<file path="src/rtl/core/gws_pkg.sv">
// Package for the eight-direction grid word search block.
// Holds sizes, the request and result types, and the direction tables.
// No dependencies.
package gws_pkg;

    localparam int MAX_DIM      = 64;
    localparam int MAX_WORD     = 64;
    localparam int MAX_MATCHES  = 63;
    localparam int DIM_W        = $clog2(MAX_DIM);
    localparam int WORD_W       = $clog2(MAX_WORD);
    localparam int VISIT_W      = 20;
    localparam int MATCH_W      = 6;
    localparam logic [VISIT_W-1:0] VISIT_MAX = {VISIT_W{1'b1}};

    localparam logic REQ_CELL = 1'b0;
    localparam logic REQ_WORD = 1'b1;
    localparam logic KIND_HIT  = 1'b0;
    localparam logic KIND_DONE = 1'b1;
    localparam logic CFG_ROWS = 1'b0;
    localparam logic CFG_COLS = 1'b1;

    // one queued command from front to back
    typedef struct packed {
        logic             is_word;
        logic [DIM_W-1:0] row;
        logic [DIM_W-1:0] col;
        logic [7:0]       char_code;
        logic             word_end;
    } cmd_t;

    typedef struct packed {
        logic                item_kind;
        logic [5:0]          hit_row;
        logic [5:0]          hit_col;
        logic [2:0]          direction;
        logic [VISIT_W-1:0]  visit_count;
        logic                dropped;
        logic                last_item;
    } res_t;

    // row and column step per direction: 0 none, 1 plus, 2 minus
    function automatic logic [1:0] dir_dr(input logic [2:0] d);
        case (d)
            3'd0, 3'd2, 3'd7: dir_dr = 2'd1;
            3'd4, 3'd5, 3'd6: dir_dr = 2'd2;
            default:          dir_dr = 2'd0;
        endcase
    endfunction

    function automatic logic [1:0] dir_dc(input logic [2:0] d);
        case (d)
            3'd1, 3'd2, 3'd5: dir_dc = 2'd1;
            3'd3, 3'd6, 3'd7: dir_dc = 2'd2;
            default:          dir_dc = 2'd0;
        endcase
    endfunction

endpackage

</file>
<file path="src/rtl/core/gws_front.sv">
// Front end: accepts input items and config writes, pushes commands to a queue.
// Depends on gws_pkg.
module gws_front (
    input  logic          aclk,
    input  logic          aresetn,
    input  logic          s_tvalid,
    output logic          s_tready,
    input  logic [23:0]   s_tdata,
    input  logic          s_tuser,
    input  logic          s_tlast,
    input  logic          cfg_valid,
    output logic          cfg_ready,
    input  logic [0:0]    cfg_index,
    input  logic [6:0]    cfg_data,
    output logic [6:0]    rows_eff,
    output logic [6:0]    cols_eff,
    output gws_pkg::cmd_t q_data,
    output logic          q_valid,
    input  logic          q_ready
);
    import gws_pkg::*;

    localparam int QD = 4;
    localparam int QA = $clog2(QD);

    logic [6:0] rows_reg, cols_reg;
    cmd_t       q_mem [QD];
    logic [QA-1:0] wp_reg, rp_reg;
    logic [QA:0]   cnt_reg;
    logic          push, pop;
    cmd_t          in_cmd;

    assign cfg_ready = 1'b1;
    assign s_tready  = (cnt_reg != (QA+1)'(QD));
    assign push      = s_tvalid && s_tready;
    assign pop       = q_valid && q_ready;
    assign q_valid   = (cnt_reg != '0);
    assign q_data    = q_mem[rp_reg];

    // clamp sizes above the grid limit
    assign rows_eff = (rows_reg > 7'(MAX_DIM)) ? 7'(MAX_DIM) : rows_reg;
    assign cols_eff = (cols_reg > 7'(MAX_DIM)) ? 7'(MAX_DIM) : cols_reg;

    always_comb begin
        in_cmd.is_word   = s_tuser;
        in_cmd.row       = s_tdata[DIM_W-1:0];
        in_cmd.col       = s_tdata[6 +: DIM_W];
        in_cmd.char_code = s_tdata[19:12];
        in_cmd.word_end  = s_tlast;
    end

    // config registers
    always_ff @(posedge aclk) begin
        if (!aresetn) begin
            rows_reg <= 7'd22;
            cols_reg <= 7'd22;
        end else if (cfg_valid) begin
            if (cfg_index == CFG_ROWS) rows_reg <= cfg_data;
            else                       cols_reg <= cfg_data;
        end
    end

    // command queue
    always_ff @(posedge aclk) begin
        if (push) q_mem[wp_reg] <= in_cmd;
    end

    always_ff @(posedge aclk) begin
        if (!aresetn) begin
            wp_reg  <= '0;
            rp_reg  <= '0;
            cnt_reg <= '0;
        end else begin
            if (push) wp_reg <= wp_reg + QA'(1);
            if (pop)  rp_reg <= rp_reg + QA'(1);
            cnt_reg <= cnt_reg + (QA+1)'(push) - (QA+1)'(pop);
        end
    end

endmodule

</file>
<file path="config.mk">
export PLATFORM = sky130hd
export DESIGN_NAME = gws_front
export DESIGN_NICKNAME = d
export VERILOG_FILES = /design/src/rtl/core/gws_pkg.sv /design/src/rtl/core/gws_front.sv
export SDC_FILE = /design/constraint.sdc
export NUM_CORES = 1
export LEC_CHECK = 0
export BUFFER_PORTS_ARGS = -buffer_cell sky130_fd_sc_hd__buf_2
export CAP_MARGIN = 25
export CORE_AREA = 2 2 91 93
export CTS_CLUSTER_DIAMETER = 30
export CTS_CLUSTER_SIZE = 8
export DETAILED_ROUTE_END_ITERATION = 10
export DIE_AREA = 0 0 93 95
export PLACE_DENSITY = 0.78
export SLEW_MARGIN = 20
export SYNTH_ARGS = -nofsm -noshare
export SYNTH_HDL_FRONTEND = slang
export SYNTH_SLANG_ARGS = --single-unit
</file>
<file path="constraint.sdc">
create_clock -name aclk -period 5.75 [get_ports aclk]
set_input_delay 1.4375 -clock aclk [delete_from_list [all_inputs] [get_ports aclk]]
set_output_delay 1.4375 -clock aclk [all_outputs]
set_load 0.02 [all_outputs]
</file>
Word level (Yosys, flattened, before mapping)

Memories as Yosys holds them, arrays and structs flattened. A register that Yosys moved wholly into a read port is not among the register bits.
Cells that the tools add are included.

Reductions and logical operators: 5
Equal/unequal tests: 1
Muxes and demuxes: 6
Add/sub/neg operators: 4
$lt $le $gt $ge: 2
Bitwise operators: 1

Operator list:

| cell                                          | number |
|---|---|
| > comparator 7 bit (second input constant)    | 2 |
| 2-to-1 mux 7 bit                              | 2 |
| adder 2 x 1 -> 2 bit (second input constant)  | 2 |
| 2-to-1 mux 2 bit                              | 2 |
| AND reduction 2 bit                           | 2 |
| adder 3 x 1 -> 3 bit                          | 1 |
| inequality test 3 bit (second input constant) | 1 |
| nonzero test 3 bit                            | 1 |
| subtractor 3 x 1 -> 3 bit                     | 1 |
| logical AND 1 bit                             | 2 |
| 2-to-1 mux 1 bit                              | 2 |
| inverter 1 bit                                | 1 |

Input port bits: 39
Memories kept: 1
Register bits: 21
Memory bits (writable): 88

Memories:

| memory | words | width | rd ports | clocked after Yosys merged registers in | wr ports | line            | source |
|---|---|---|---|---|---|---|---|
| q_mem  | 4     | 22    | 1        | 1                                       | 1        | gws_front.sv:27 | `cmd_t q_mem [QD];` |

Depth between registers and ports, before layout

Depth after elaboration: 4
Depth in mapped cells: 11
Mapped depth without buffers: 11

Worst setup path after synthesis

OpenSTA, ideal clock, no wires.

Path kind: input port to flip-flop
From: in s_tvalid
To: reg cnt_reg[2]
Arrival time: 3.011 ns
Data required time: 5.635 ns
Stages on the path: 10
Setup time: 0.115 ns
Setup slack: 2.624 ns
Cell sequence: a21boi_2 inv_1 ha_1 inv_1 ha_1 inv_1 fa_1 xnor2_1 xnor2_1 and2_1

Longest elaborated chain between the ends: 3

RTL lines:

| item                      | line            | source |
|---|---|---|
| start: declaration        | gws_front.sv:6  | `input logic s_tvalid,` |
| logical AND 1 bit         | gws_front.sv:35 | `assign push = s_tvalid && s_tready;` |
| adder 3 x 1 -> 3 bit      | gws_front.sv:76 | `cnt_reg <= cnt_reg + (QA+1)'(push) - (QA+1)'(pop);` |
| subtractor 3 x 1 -> 3 bit | gws_front.sv:76 |  |
| end signal: assignment    | gws_front.sv:76 |  |
| end: declaration          | gws_front.sv:29 | `logic [QA:0] cnt_reg;` |

No other way between the ends.
A chain may end at the register's enable or synchronous reset.

==> results.toml <==
[timing]
final.setup.tns_ns = 0
rsz0062_at_grt = "false"
finalMaxSlewViolations = 0
worst_slew_pin_slew_ns = 0.788
relSlewSlack = 0.475
period_minus_slack_ns = 3.53
max_freq_mhz = 283
hold_violations = 0
fin_crit_sh = 0.614
holdWs_ns = 0.466
fin_ws_ns = 2.22
finalSetupViolCount = 0
clock_skew_ns = 0.0103

[finish]
drive_gt1_frac = 0.354
final_nets = 364
largest_reg_flops = 88
multi_input_area_mm2 = 0.00108
area_growth_syn_to_layout_pct = 16.7
nFillCells = 595
stdcell_area_mm2 = 0.00497
fin_cells = 427
insertedDiodeCount = 0
final_core_util = 0.627
seqCellArea_mm2 = 0.00310

[drt]
dr.pass1.iters = 4
drt_wl_total_um = 7040
drtIter0Drc = 128
drc = 0
routedWlPerCell_um = 16.5
detail-route-antenna-nets = 0
via_per_inst = 5.25
num_vias = 2240

[critical_path]
worstSetupPathType = "flip-flop to output port"
worst_setup_path_end_kind = "output port"
crit_family = "flip-flops"
slowest_stage = "dfxtp_2"
cp_cell_sequence = "mux4_1, buf_2"
crit_buf_inv = 1
worstPathArrival_ns = 2.09
crit_fanout = 22
startpoint_type = "flip-flop"
max_stage_delay_ns = 0.85
cp_data_required_time_ns = 4.31

[place]
hpwl_um = 4730
place_area_mm2 = 0.00478
gp_congestion = 0.715
dp_cells = 412
port_buffers = 72
pre_cts_ws_ns = 2.40

[clock_network]
cts_hold_buffers = 0
htreeDepth = 3
cts_buffers = 9
clk-insertion-delay-late_ns = 0.37
cts_tree = "yes"
cts_sinks = 111
clkTransAtPathRegs_ns = 0.10
post_cts_buffers = 0
cts_buffer_depth = 2
cts_resized = 0
root_buffer = "clkbuf_8"

[synth]
synthFlopType = "edfxtp_1"
synth_top_area_cell = "edfxtp_1"
synth_top_family_by_area = "multiplexers"
syn_avg_cell_area_um2 = 17.7
ys_ff_latch = 111
syn_inst = 240
ys_types = 26
synth-simple-area-share = 0.0764
synth_edf_count = 88
syn-cell-area_mm2 = 0.00426
synth_seq_area_share = 0.729
synth-async-reset-ratio = 0
synth_top_area_share = 0.620
muxShareOfSynthArea = 0.123
synth_compound_area_frac = 0.0226
yosys_warnings = 0
ys_top_cells_by_area = "edfxtp_1 62%, dfxtp_1 11%, mux4_2 11%"
synth_fa_ha_area_frac = 0.0223
synth-xor-area-share = 0.00823
synth_nets = 286

[power_and_ir_drop]
ir_worst_vdd_mv = 0.253
power_mw = 1.99
leakage_nw = 1.80
pwr_density_cell_mw_per_mm2 = 400

[hold_path]
hold_path_class = "flip-flop to flip-flop"

[floorplanning]
io_pins = 78
rows = 33
start_util = 0.537
die_h_um = 95
die_w_um = 93
core_mm2 = 0.00793
die_area_mm2 = 0.00884

[global_route]
first_global_vias = 2086
overflow = 0
grt_max_degree = 25
track_usage = 0.166
grt_antenna_before_repair = 0
grt_pass1_wl_um = 10700

[run]
cap_violations = 0

[outcome]
status = "finished clean"
-- Yosys cell counts (2+ instances only) --
cell / instances
nand3_1: 6
dfxtp_1: 23
nand2_1: 34
xnor2_1: 4
nor2b_1: 15
mux2i_1: 2
and2_1: 8
clkbuf_1: 5
ha_1: 6
mux4_1: 2
buf_2: 2
edfxtp_1: 88
inv_1: 5
mux4_2: 20
buf_6: 2
a21boi_0: 8
-- report_power, final --
group,internal [mW],switching (mW)
clock,0.202,0.255
sequential,0.960,0.0777
combinational,0.235,0.258
total,1.40,0.591
-- layer usage --
layer	GRT usage	share of wire	vias up
met5	0	0	-
met4	0.0772	0.020	0
met3	0.0383	0.054	11
met2	0.276	0.49	74
met1	0.210	0.43	1102
li1	-	-	1053
-- cells by family (layout without fill, tap and decap cells) --
logic type | Yosys count | after routing
flops | 111 | 111
simple gates | 67 | 67
mux | 24 | 24
buf+inv | 15 | 97
compound gates | 11 | 11
fa+ha+maj | 7 | 7
xor+xnor | 4 | 4
other cells | 1 | 1
-- layout by cell type (no fill, tap or decap), types with 4 or more instances in the layout --
| master | instances |
|---|---|
| edfxtp_1 | 88 |
| buf_2 | 72 |
| nand2_1 | 34 |
| and2_1 | 8 |
| a21boi_0 | 8 |
| nor2b_1 | 15 |
| clkbuf_8 | 9 |
| buf_8 | 4 |
| mux4_2 | 20 |
| nand3_1 | 6 |
| inv_1 | 5 |
| ha_1 | 6 |
| dfxtp_1 | 22 |
| xnor2_1 | 4 |
-- path summary, 6_finish.rpt --
check                                start                  endpoint  slack [ns]  cells past startpoint
hold reg to reg   rows_reg[0]$_SDFFE_PN0P_  rows_reg[0]$_SDFFE_PN0P_        0.47                      2
setup reg to reg     cnt_reg[1]$_SDFF_PN0_     cnt_reg[2]$_SDFF_PN0_        3.34                     11
setup / recovery                 flip-flop                 q_data[0]        2.22                      2
hold / removal    rows_reg[0]$_SDFFE_PN0P_  rows_reg[0]$_SDFFE_PN0P_        0.47                      2
-- cell type report --
| cell class | instances | area share |
|---|---|---|
| multi-input cells | 114 | 0.217 |
| flip-flops and latches | 111 | 0.624 |
| well taps | 105 | 0.0264 |
| clock inverters | 6 | 0.0136 |
| repair buffers | 77 | 0.0901 |
| inverters | 5 | 0.00377 |
| clock buffers | 9 | 0.0249 |
-- worst register-to-register path, stage by stage (launching register included) --
cell and delay [ns]:
dfxtp_1 0.48, nor2_1 0.12, a21boi_2 0.32, inv_1 0.08, ha_1 0.29, inv_1 0.06, ha_1 0.13, inv_1 0.04
fa_1 0.37, xnor2_1 0.15, xnor2_1 0.13, and2_1 0.15
(Power assumes the default switching activity.)
